===== config.mk =====
export PLATFORM = sky130hd
export DESIGN_NAME = demand_reference_tracker_top
export DESIGN_NICKNAME = d
export VERILOG_FILES = /design/src/rtl/drt_pkg.sv /design/src/rtl/drt_ram.sv /design/src/rtl/drt_update.sv /design/src/rtl/demand_reference_tracker_top.sv
export SDC_FILE = /design/constraint.sdc
export NUM_CORES = 2
export LEC_CHECK = 0
export BUFFER_PORTS_ARGS = -buffer_cell sky130_fd_sc_hd__buf_2
export CAP_MARGIN = 20
export CELL_PAD_IN_SITES_DETAIL_PLACEMENT = 1
export CELL_PAD_IN_SITES_GLOBAL_PLACEMENT = 2
export CORE_MARGIN = 3
export CORE_UTILIZATION = 51
export DETAILED_ROUTE_END_ITERATION = 8
export GPL_ROUTABILITY_DRIVEN = 0
export PLACE_DENSITY_LB_ADDON = 0.1
export SYNTH_ARGS = -nofsm -noshare
export SYNTH_HDL_FRONTEND = slang
export SYNTH_HIERARCHICAL = 1
export SYNTH_SLANG_ARGS = --single-unit

===== constraint.sdc =====
create_clock -name clk -period 12.2 [get_ports clk]
set_clock_uncertainty 0.15 [all_clocks]
set_input_delay 2.44 -clock clk [delete_from_list [all_inputs] [get_ports clk]]
set_output_delay 2.44 -clock clk [all_outputs]
set_load 0.005 [all_outputs]

===== src/rtl/drt_pkg.sv =====
`timescale 1ns / 1ps
// ----------------------------------------------------------------------------
// drt_pkg
// Shared constants, codes and types for the demand reference tracker.
// ----------------------------------------------------------------------------
package drt_pkg;

	localparam int PRODUCTS_DEF   = 64;
	localparam int COUNT_BITS_DEF = 16;
	localparam int LANES          = 4;

	localparam int KIND_W   = 2;
	localparam int PROD_W   = 6;
	localparam int SRC_W    = 2;
	localparam int COUNT_W  = 16;
	localparam int TOTAL_W  = 18;
	localparam int REV_W    = 32;
	localparam int MASK_W   = 64;
	localparam int STATUS_W = 2;

	localparam int IN_DATA_W  = 16;
	localparam int OUT_DATA_W = 136;

	typedef logic [KIND_W-1:0]   kind_t;
	typedef logic [STATUS_W-1:0] status_t;

	localparam kind_t KIND_ACQUIRE = 2'd0;
	localparam kind_t KIND_RELEASE = 2'd1;
	localparam kind_t KIND_QUERY   = 2'd2;

	localparam status_t STATUS_OK        = 2'd0;
	localparam status_t STATUS_REL_ZERO  = 2'd1;
	localparam status_t STATUS_SATURATED = 2'd2;

	// Side effects of one update on the stored state
	typedef struct packed {
		logic write;      // counter word changed, write it back
		logic bump;       // active set changed, advance revision
		logic set_active; // product went from idle to active
		logic clr_active; // product went from active to idle
	} upd_flags_t;

endpackage


===== src/rtl/drt_ram.sv =====
`timescale 1ns / 1ps
// ----------------------------------------------------------------------------
// drt_ram
// Generic single-write, single-read RAM with registered read data.
// ----------------------------------------------------------------------------
module drt_ram #(
	parameter int WIDTH = 64,
	parameter int DEPTH = 64,
	localparam int AW   = (DEPTH > 1) ? $clog2(DEPTH) : 1
) (
	input  logic             clk,
	input  logic             we,
	input  logic [AW-1:0]    waddr,
	input  logic [WIDTH-1:0] wdata,
	input  logic             re,
	input  logic [AW-1:0]    raddr,
	output logic [WIDTH-1:0] rdata
);

	logic [WIDTH-1:0] mem_q [DEPTH];

	always_ff @(posedge clk) begin
		if (we) begin
			mem_q[waddr] <= wdata;
		end
		if (re) begin
			rdata <= mem_q[raddr];
		end
	end

endmodule


===== src/rtl/drt_update.sv =====
`timescale 1ns / 1ps
// ----------------------------------------------------------------------------
// drt_update
// Read-modify-write of one product's counter word for a single request.
// ----------------------------------------------------------------------------
module drt_update
	import drt_pkg::*;
#(
	parameter int COUNT_BITS = COUNT_BITS_DEF,
	localparam int WORD_W    = LANES * COUNT_BITS
) (
	input  kind_t              kind,
	input  logic [SRC_W-1:0]   source,
	input  logic               in_range,
	input  logic [WORD_W-1:0]  word,
	output logic [WORD_W-1:0]  new_word,
	output logic [COUNT_W-1:0] source_count,
	output logic [TOTAL_W-1:0] product_total,
	output status_t            status,
	output upd_flags_t         flags
);

	localparam logic [COUNT_BITS-1:0] COUNT_MAX = {COUNT_BITS{1'b1}};

	logic [COUNT_BITS-1:0] cnt_old;
	logic [COUNT_BITS-1:0] cnt_new;
	logic [TOTAL_W-1:0]    total_old;
	logic [TOTAL_W-1:0]    total_new;

	always_comb begin
		cnt_old   = word[source*COUNT_BITS +: COUNT_BITS];
		total_old = '0;
		for (int l = 0; l < LANES; l++) begin
			total_old = total_old + TOTAL_W'(word[l*COUNT_BITS +: COUNT_BITS]);
		end
	end

	always_comb begin
		cnt_new = cnt_old;
		status  = STATUS_OK;
		flags   = '0;
		if (in_range) begin
			if (kind == KIND_ACQUIRE) begin
				if (cnt_old == COUNT_MAX) begin
					status = STATUS_SATURATED;
				end else begin
					cnt_new          = cnt_old + 1'b1;
					flags.write      = 1'b1;
					flags.bump       = (total_old == '0);
					flags.set_active = (total_old == '0);
				end
			end else if (kind == KIND_RELEASE) begin
				if (cnt_old == '0) begin
					status = STATUS_REL_ZERO;
				end else begin
					cnt_new          = cnt_old - 1'b1;
					flags.write      = 1'b1;
					// total drops by one: it reaches zero only from one
					flags.bump       = (total_old == TOTAL_W'(1));
					flags.clr_active = (total_old == TOTAL_W'(1));
				end
			end
		end
	end

	always_comb begin
		new_word = word;
		new_word[source*COUNT_BITS +: COUNT_BITS] = cnt_new;
		total_new = '0;
		for (int l = 0; l < LANES; l++) begin
			total_new = total_new + TOTAL_W'(new_word[l*COUNT_BITS +: COUNT_BITS]);
		end
		source_count  = in_range ? COUNT_W'(cnt_new) : '0;
		product_total = in_range ? total_new : '0;
	end

endmodule


===== src/rtl/demand_reference_tracker_top.sv =====
`timescale 1ns / 1ps
// ----------------------------------------------------------------------------
// demand_reference_tracker_top
// Per-product, per-source demand counters with an active-set revision.
// ----------------------------------------------------------------------------
// Path: a request's RAM read is registered at the accepting edge along with
//   its stage 1 payload; the update then runs on that word and its result
//   lands in the result register that drives the master side.
// Throughput: one request per cycle while the master side drains results; the
//   single RAM read port and the write-back forwarding path set this figure.
// Reset: the per-entry valid bits, the active mask, the revision and all
//   handshake state clear at once; entries never written read as zero, so
//   no clearing pass is needed and requests are taken from the first cycle.
// ----------------------------------------------------------------------------
module demand_reference_tracker_top
	import drt_pkg::*;
#(
	parameter int PRODUCTS   = PRODUCTS_DEF,
	parameter int COUNT_BITS = COUNT_BITS_DEF
) (
	input  logic                  clk,
	input  logic                  arst_n,
	input  logic                  s_tvalid,
	output logic                  s_tready,
	input  logic [IN_DATA_W-1:0]  s_tdata,  // kind[1:0], product[7:2], source[9:8]
	output logic                  m_tvalid,
	input  logic                  m_tready,
	output logic [OUT_DATA_W-1:0] m_tdata   // source_count[15:0], product_total[33:16],
	                                        // revision[65:34], active_mask[129:66],
	                                        // status[131:130]
);

	localparam int PA     = (PRODUCTS > 1) ? $clog2(PRODUCTS) : 1;
	localparam int WORD_W = LANES * COUNT_BITS;

	// Unpack the incoming transaction
	kind_t             in_kind;
	logic [PROD_W-1:0] in_prod;
	logic [SRC_W-1:0]  in_src;
	logic              in_range;
	logic [PA-1:0]     in_idx;
	logic              in_acc;

	assign in_kind  = s_tdata[1:0];
	assign in_prod  = s_tdata[7:2];
	assign in_src   = s_tdata[9:8];
	assign in_range = ({1'b0, in_prod} < (PROD_W + 1)'(PRODUCTS));
	assign in_idx   = in_prod[PA-1:0];
	assign in_acc   = s_tvalid && s_tready;

	// Stage 1: request waiting on RAM read data
	logic              s1_valid_q;
	kind_t             kind_s1;
	logic [PROD_W-1:0] prod_s1;
	logic [SRC_W-1:0]  src_s1;
	logic              range_s1;
	logic              rd_valid_s1;
	logic              fwd_s1;
	logic [WORD_W-1:0] fwd_word_s1;
	logic              s1_adv;

	// State
	logic [PRODUCTS-1:0] vld_q;
	logic [PRODUCTS-1:0] active_q;
	logic [REV_W-1:0]    revision_q;

	// Update path
	logic [WORD_W-1:0]  ram_rdata;
	logic [WORD_W-1:0]  cur_word;
	logic [WORD_W-1:0]  new_word;
	logic [COUNT_W-1:0] upd_count;
	logic [TOTAL_W-1:0] upd_total;
	status_t            upd_status;
	upd_flags_t         upd_flags;
	logic               ram_we;
	logic [PRODUCTS-1:0] prod_bit;
	logic [PRODUCTS-1:0] active_next;
	logic [REV_W-1:0]    revision_next;

	// Output register
	logic                  m_valid_q;
	logic [OUT_DATA_W-1:0] m_data_q;

	// Advance stage 1 whenever the result register is free or being drained
	assign s1_adv   = s1_valid_q && (!m_valid_q || m_tready);
	assign s_tready = !s1_valid_q || s1_adv;
	assign ram_we   = s1_adv && upd_flags.write;

	drt_ram #(
		.WIDTH (WORD_W),
		.DEPTH (PRODUCTS)
	) u_ram (
		.clk   (clk),
		.we    (ram_we),
		.waddr (prod_s1[PA-1:0]),
		.wdata (new_word),
		.re    (in_acc),
		.raddr (in_idx),
		.rdata (ram_rdata)
	);

	// Take the word written back in the same edge ahead of the stale RAM read;
	// an entry never written reads as zero
	always_comb begin
		priority if (fwd_s1) begin
			cur_word = fwd_word_s1;
		end else if (rd_valid_s1) begin
			cur_word = ram_rdata;
		end else begin
			cur_word = '0;
		end
	end

	drt_update #(
		.COUNT_BITS (COUNT_BITS)
	) u_update (
		.kind          (kind_s1),
		.source        (src_s1),
		.in_range      (range_s1),
		.word          (cur_word),
		.new_word      (new_word),
		.source_count  (upd_count),
		.product_total (upd_total),
		.status        (upd_status),
		.flags         (upd_flags)
	);

	// Next active mask and revision as seen by this request's result
	always_comb begin
		prod_bit      = PRODUCTS'(1) << prod_s1[PA-1:0];
		active_next   = active_q;
		revision_next = revision_q;
		if (upd_flags.set_active) begin
			active_next = active_q | prod_bit;
		end
		if (upd_flags.clr_active) begin
			active_next = active_q & ~prod_bit;
		end
		if (upd_flags.bump) begin
			revision_next = revision_q + 1'b1;
		end
	end

	// Control state
	always_ff @(posedge clk or negedge arst_n) begin
		if (!arst_n) begin
			s1_valid_q <= 1'b0;
			m_valid_q  <= 1'b0;
			vld_q      <= '0;
			active_q   <= '0;
			revision_q <= '0;
		end else begin
			if (s_tready) begin
				s1_valid_q <= s_tvalid;
			end
			if (s1_adv) begin
				m_valid_q  <= 1'b1;
				active_q   <= active_next;
				revision_q <= revision_next;
			end else if (m_tready) begin
				m_valid_q <= 1'b0;
			end
			if (ram_we) begin
				vld_q[prod_s1[PA-1:0]] <= 1'b1;
			end
		end
	end

	// Stage 1 payload, forwarding flag and result payload
	always_ff @(posedge clk) begin
		if (in_acc) begin
			kind_s1     <= in_kind;
			prod_s1     <= in_prod;
			src_s1      <= in_src;
			range_s1    <= in_range;
			rd_valid_s1 <= in_range && vld_q[in_idx];
			fwd_s1      <= ram_we && (prod_s1 == in_prod);
			fwd_word_s1 <= new_word;
		end
		if (s1_adv) begin
			m_data_q <= {4'b0, upd_status, MASK_W'(active_next), revision_next,
			             upd_total, upd_count};
		end
	end

	assign m_tvalid = m_valid_q;
	assign m_tdata  = m_data_q;

	// Revision moves only when a request retires
	a_rev_only_on_adv: assert property (@(posedge clk) disable iff (!arst_n)
		!s1_adv |=> (revision_q == $past(revision_q)))
		else $error("revision changed without a retiring request");

	// At most one product changes activity per request
	a_one_bit_change: assert property (@(posedge clk) disable iff (!arst_n)
		$countones(active_q ^ $past(active_q)) <= 1)
		else $error("more than one active bit changed in one cycle");

	// Every revision step goes with a change of the active set
	a_rev_with_mask: assert property (@(posedge clk) disable iff (!arst_n)
		(revision_q != $past(revision_q)) |-> (active_q != $past(active_q)))
		else $error("revision advanced with the active set unchanged");

	// Forwarding only serves a request for an in-range product
	a_fwd_valid: assert property (@(posedge clk) disable iff (!arst_n)
		(s1_valid_q && fwd_s1) |-> range_s1)
		else $error("forwarded word for an out-of-range product");

endmodule


**Yosys cells after proc, flatten, opt, wreduce, memory -nomap -nowiden**

Memory sizes are Yosys's and may differ from the RTL's. A register that Yosys moved wholly into a read port is not among the register bits.
Cells that the tools add are included.

- Divide/modulo/power cells: 0
- Multiply operators: 0
- Muxes and demuxes: 30
- $lt $le $gt $ge: 3
- Bitwise logic cells: 4
- $add $sub $neg: 10
- Equal/unequal tests: 4
- Reductions and logical operators: 13
- Shifts and indexed selects: 4

Operators with widths:

| kind | count |
|---|---|
| 64-bit 2-to-1 mux | 4 |
| 64-bit bitwise OR | 2 |
| 18-bit by 16-bit adder with 18-bit output | 4 |
| 64-bit AND | 1 |
| 64-bit bitwise mux | 1 |
| 16-bit 2-to-1 mux | 4 |
| 64-bit NOT | 1 |
| 16-bit by 34-bit variable shift with 64-bit output (first input constant) | 1 |
| 16-bit by 34-bit variable part select with 64-bit output | 1 |
| 64-bit by 7-bit variable part select with 16-bit output | 1 |
| 1-bit by 6-bit left shift with 64-bit output (first input constant) | 1 |
| 16-bit by 16-bit adder with 17-bit output | 2 |
| 6-bit negation with 34-bit output | 1 |
| 32-bit by 1-bit adder with 32-bit output (second input constant) | 1 |
| 32-bit 2-to-1 mux | 1 |
| 18-bit by 1-bit equality test with 1-bit output (second input constant) | 1 |
| 18-bit zero test | 1 |
| 16-bit by 1-bit adder with 16-bit output (second input constant) | 1 |
| 16-bit equality test (second input constant) | 1 |
| 16-bit zero test | 1 |
| 16-bit by 1-bit subtractor with 16-bit output (second input constant) | 1 |
| 6-bit by 7-bit less-than comparator with 1-bit output (second input constant) | 2 |
| 2-bit 2-to-1 mux | 6 |
| 1-bit 2-to-1 mux | 11 |
| other kinds (11) | 17 |

- Bits in writable memories: 4,096
- Output and inout bits: 138
- Word-level logic and storage cells: 82
- Bits in latches: 0
- Bits in read-only memories: 0
- Memories: 1
- Input port bits: 20
- Register bits after elaboration: 370

Memory list:

| memory | depth | width | read ports | clocked after Yosys merged registers in | wr ports | RTL line | text |
|---|---|---|---|---|---|---|---|
| u_ram.mem_q | 64 | 64 | 1 | 1 | 1 | drt_ram.sv:20 | `logic [WIDTH-1:0] mem_q [DEPTH];` |

**Depth between registers and ports, before layout**

- Depth after elaboration: 12
- Mapped depth: 27

**Modules after synthesis**

Netlist, hierarchy kept.

By module, submodules not included:

| module | sequential area each (um2) | cells an instance | area each (um2) | times used |
|---|---|---|---|---|
| drt_ram | 124,919.8 | 6,598 | 156,989.3 | 1 |
| demand_reference_tracker_top | 10,299.9 | 1,052 | 15,075.7 | 1 |
| drt_update | 0.0 | 643 | 5,432.7 | 1 |

**Worst setup path before layout**

Ideal clock, no wire load.

- Path type: register to register
- Start: reg fwd_s1
- End: mem u_ram.mem_q[48][0], enable pin
- Data required time: 11.486 ns
- Slack: 3.618 ns
- Buffers on the path: 4
- Arrival time: 7.867 ns
- Cell stages (with the launch flop): 18
- Cell sequence: edfxtp_1 > nor2b_1 > clkbuf_1 > clkbuf_1 > a22o_1 > mux4_2 > inv_1 > ha_1 > nor3b_1 > and4_1 > buf_2 > a21oi_1 > o21ai_1 > inv_1 > and3_1 > clkbuf_1 > nand4b_1 > nor3_1

RTL lines:

| item | RTL line | text |
|---|---|---|
| from (decl) | demand_reference_tracker_top.sv:58 | `logic fwd_s1;` |
| from (signal assigned) | demand_reference_tracker_top.sv:177 | `fwd_s1 <= ram_we && (prod_s1 == in_prod);` |
| to (decl) | drt_ram.sv:20 |  |

**Worst setup path in the final report**

- Start: reg fwd_s1
- End: reg m_data_q[33] (netlist: m_tdata[33]) (data pin)

- Cells in the longest elaborated chain, start to end: 11
- Elaborated cells on any way between the ends: 15
- Classes of those cells: 5 x add/sub; 1 x eq/ne; 2 x shift; 6 x mux; 1 x reduce/logical

RTL lines:

| item | RTL line | text |
|---|---|---|
| 64-bit 2-to-1 mux * | demand_reference_tracker_top.sv:105 | `priority if (fwd_s1) begin` |
| via cur_word[49] | demand_reference_tracker_top.sv:69 | `logic [WORD_W-1:0] cur_word;` |
| 64-bit by 7-bit variable part select with 16-bit output * | drt_update.sv:31 | `cnt_old = word[source*COUNT_BITS +: COUNT_BITS];` |
| 16-bit by 1-bit subtractor with 16-bit output / 16-bit zero test (equally long branches) | drt_update.sv:56, drt_update.sv:53 |  |
| 16-bit 2-to-1 mux | drt_update.sv:53 | `if (cnt_old == '0) begin` |
| 16-bit 2-to-1 mux | drt_update.sv:52 | `end else if (kind == KIND_RELEASE) begin` |
| 16-bit 2-to-1 mux * | drt_update.sv:43 | `if (kind == KIND_ACQUIRE) begin` |
| 16-bit by 34-bit variable part select with 64-bit output * | drt_update.sv:68 | `new_word[source*COUNT_BITS +: COUNT_BITS] = cnt_new;` |
| 64-bit bitwise mux * | drt_update.sv:68 |  |
| via new_word[1] | demand_reference_tracker_top.sv:70 | `logic [WORD_W-1:0] new_word;` |
| 16-bit by 16-bit adder with 17-bit output * | drt_update.sv:71 | `total_new = total_new + TOTAL_W'(new_word[l*COUNT_BITS +: COUNT_BITS]);` |
| 18-bit by 16-bit adder with 18-bit output * (2 in series) | drt_update.sv:71 |  |
| to (signal assigned) | demand_reference_tracker_top.sv:181 | `m_data_q <= {4'b0, upd_status, MASK_W'(active_next), revision_next,` |
| to (decl) | demand_reference_tracker_top.sv:82 | `logic [OUT_DATA_W-1:0] m_data_q;` |

Mark *: on every way through the listed nets, which the timed path passes. The rest lies on a longest branch.
A chain may end at the register's enable or synchronous reset.

==> impl_metrics.csv <==
group,metric,value,unit
drt,route.met2.wl,253000,um
synth,syn_avg_cell_area,21.4,um^2
setup_path,cpLargestDelayFamily,"compound AO/OA/AOI/OAI gates",
global_routing,grt_max_degree,151,
placed_design,portBuffers,147,
clocking,cts_buffers,463,
clocking,cts_setup_buffers,0,
clocking,cts-resized-gates,0,
power,p_leak,66.0,nW
setup_path,timing.rr.end,"m_tdata[33]$_DFFE_PP_",
drt,ant_nets,0,
setup_path,rr_worst_depth,27,
timing,worst_slew_pin_slew,1.27,ns
power,ir_drop,0.139,mV
drt,drtIter0Drc,12961,
timing,hold_slack,0.303,ns
drt,routed-wl-met3,51400,um
synth,synth.area.top_cells,"edfxtp_1 74%, mux4_2 13%, dfrtp_1 2.3%",
min_path,whs_endpoint,"vld_q[12]$_DFFE_PN0P_",
setup_path,r2r_start,"fwd_s1$_DFFE_PP_",
synth,netlist_instances,8293,
synth,synth_seq_cells,4530,
clocking,htreeDepth,5,
placed_design,dp_hpwl,286000,um
die,core.rowCount,215,
global_routing,antenna_found_initial,37,
drt,m1WireLength,214000,um
layout,nNetsFinal,8875,
layout,final_cell_mix,"4,368 x edfxtp_1, 1,056 x mux4_2, 466 x clkbuf_16",
flow_run,drv_cap,0,
clocking,cts_sinks,4530,
drt,dr.max_layer_used,"met5",
drt,vias,92401,
global_routing,grt_overflow,0,
min_path,hold_path_depth,1,
drt,routed_wirelength,532000,um
global_routing,grt_pass1_vias,93816,
power,switching_share,22.7,%
global_routing,grt_pass1_wl,744000,um
drt,drc,0,
setup_path,slowest_delay,0.65,ns
clocking,clkTransAtPathRegs,0.06,ns
synth,post-synth-top-area-cell,"edfxtp_1",
setup_path,start_kind,"flop",
setup_path,worst_ep_arrival_time,9.69,ns
setup_path,end_kind,"flop",
layout,utilization,58.5,%
layout,fillCellCount,28550,
timing,slew_headroom,14.8,%
synth,ys_seq_area_share,76.2,%
timing,finalSetupViolations,0,
global_routing,track_usage,29.9,%
synth,synthFlopType,"edfxtp_1",
drt,drt-pass1-iter-count,7,
power,power_density,169,nW/um^2
synth,netlist_area,177000,um^2
die,fp.dieW,596,um
synth,synthArstFlopShare,3.58,%
timing,period_share,74.8,%
timing,rsz0062_at_grt,"no",
power,p_switching,0.00773,W
timing,hold_violations,0,
layout,mostFrequentLayoutCell,"edfxtp_1",
setup_path,rrSetupSlack,3.08,ns
power,power.share.clock,41.4,%
setup_path,worstPathRequired,12.77,ns
clocking,clock_path_buffers,4,
die,initial_core_util,51.5,%
clocking,cts-root-buf,"clkbuf_16",
power,power,0.0341,W
setup_path,critical_path_buf_inv_count,6,
clocking,clk_latency,1.01,ns
power,p_int,0.0263,W
die,core,345000,um^2
drt,wl_per_cell,38.8,um
drt,viasPerCell,6.74,
timing,period_minus_slack,9.12,ns
setup_path,criticalPathCategory,"flop to flop",
timing,fin_tns_setup,0,ns
die,die_h,596,um
synth,yosysTopAreaCellShare,73.9,%
min_path,hold_path.class,"flop to flop",
synth,synth.distinct_cells,83,
synth,synth_edf_count,4368,
status,status,"completed",
setup_path,cpMaxStageDelayCell,"buf_4",
setup_path,cp_max_fo,66,
timing,fmax,110,MHz
synth,yosys_warnings,6,
die,io_pins,158,
layout,layout-drive-gt1-share,26.9,%
clocking,cts_hold_buf,0,
power,comb_power_share,7.3,%
die,die-area,355000,um^2
timing,slew_violations,0,
clocking,cts_tree,"yes",
power,pwr-share-seq,51.3,%
min_path,min_from,"vld_q[12]$_DFFE_PN0P_",
layout,area_growth_syn_to_layout,13.6,%
layer usage:
layer  track usage [%]  up-vias
li1                  -    35815
met1              43.6    50854
met2              47.3     4941
met3              5.57      789
met4              7.34        2
met5                 0        -
power groups by stage:
stage | Sequential [W] | Clock (W) | Combinational (W)
finish | 0.0175 | 0.0141 | 0.00250
global route | 0.0175 | 0.0150 | 0.00268
global placement | 0.0178 | 0 | 0.00242
CTS | 0.0175 | 0.0143 | 0.00249
detailed placement | 0.0178 | 0 | 0.00248
floorplan | 0.0178 | 0 | 0.00149
cell usage after synthesis, drive strengths merged (86+ instances only):
library cell,count
edfxtp,4368
mux4,1056
buf,262
nor2,237
clkbuf,215
a22oi,168
dfrtp,162
a22o,151
mux2i,150
a21oi,148
nand2,117
inv,94
o22ai,86
logic make-up (layout without fill, tap and decap cells):
logic type                 after synthesis  count (layout)  synth area share (%)
AOI/OAI and AO/OA                      958             958                  3.99
xor gates and xnor gates               100             100                 0.493
adders and majority gates              107             107                  1.02
buffers and inverters                  574            1410                  1.46
DFF                                   4530            4530                  76.2
muxes                                 1272            1272                  14.7
other                                    2              19               0.00423
and+or+nand+nor                        750             750                  2.18
worst register-to-register path: cells and delay by family, from the launching register on:
kind	cells	cell delay (ns)
mux	1	0.63
flops	1	0.32
compound gates	10	2.71
buf+inv	6	1.61
fa+ha+maj	5	1.96
simple gates	5	1.49
registers in the layout, indices dropped and copies added, names as in the netlist:
name / cells
vld_q: 64
fwd_word_s1: 64
rd_valid_s1: 1
kind_s1: 2
m_tdata: 132
prod_s1: 6
active_q: 64
revision_q: 32
u_ram/mem_q: 4096
src_s1: 2
u_ram/rdata: 64
fwd_s1: 1
m_tvalid: 1
s1_valid_q: 1
layout make-up:
cell class,count,area (um^2),share of cell area (%)
diodes,14,35.0,0.0174
clock buffers,552,12100,5.98
clock inverters,297,2990,1.48
inverters,97,372,0.184
multi-input cells,3192,41500,20.6
flip-flops and latches,4530,135000,67.1
well taps,4557,5700,2.83
repair buffers,464,3790,1.88
through the flow:
stage	worst slack, ns	cell area, um^2	instances
after floorplan	3.62	178000	8296
after global placement	3.27	186000	12828
after detailed placement	3.20	187000	12837
after CTS	3.19	202000	13686
after global routing	2.74	202000	13690
final	3.08	202000	13703
worst max path at each step:
| stage | start | endpoint | depth (start not counted) |
|---|---|---|---|
| global placement | fwd_s1$_DFFE_PP_ | m_tdata[31]$_DFFE_PP_ | 27 |
| CTS | fwd_s1$_DFFE_PP_ | m_tdata[33]$_DFFE_PP_ | 27 |
| finish | fwd_s1$_DFFE_PP_ | m_tdata[33]$_DFFE_PP_ | 27 |
| floorplan | fwd_s1$_DFFE_PP_ | u_ram/mem_q[48][0]$_DFFE_PP_ | 17 |
| detailed placement | fwd_s1$_DFFE_PP_ | m_tdata[33]$_DFFE_PP_ | 27 |
| global route | fwd_s1$_DFFE_PP_ | m_tdata[31]$_DFFE_PP_ | 27 |
Note: power is estimated with default switching activity, not from simulation.
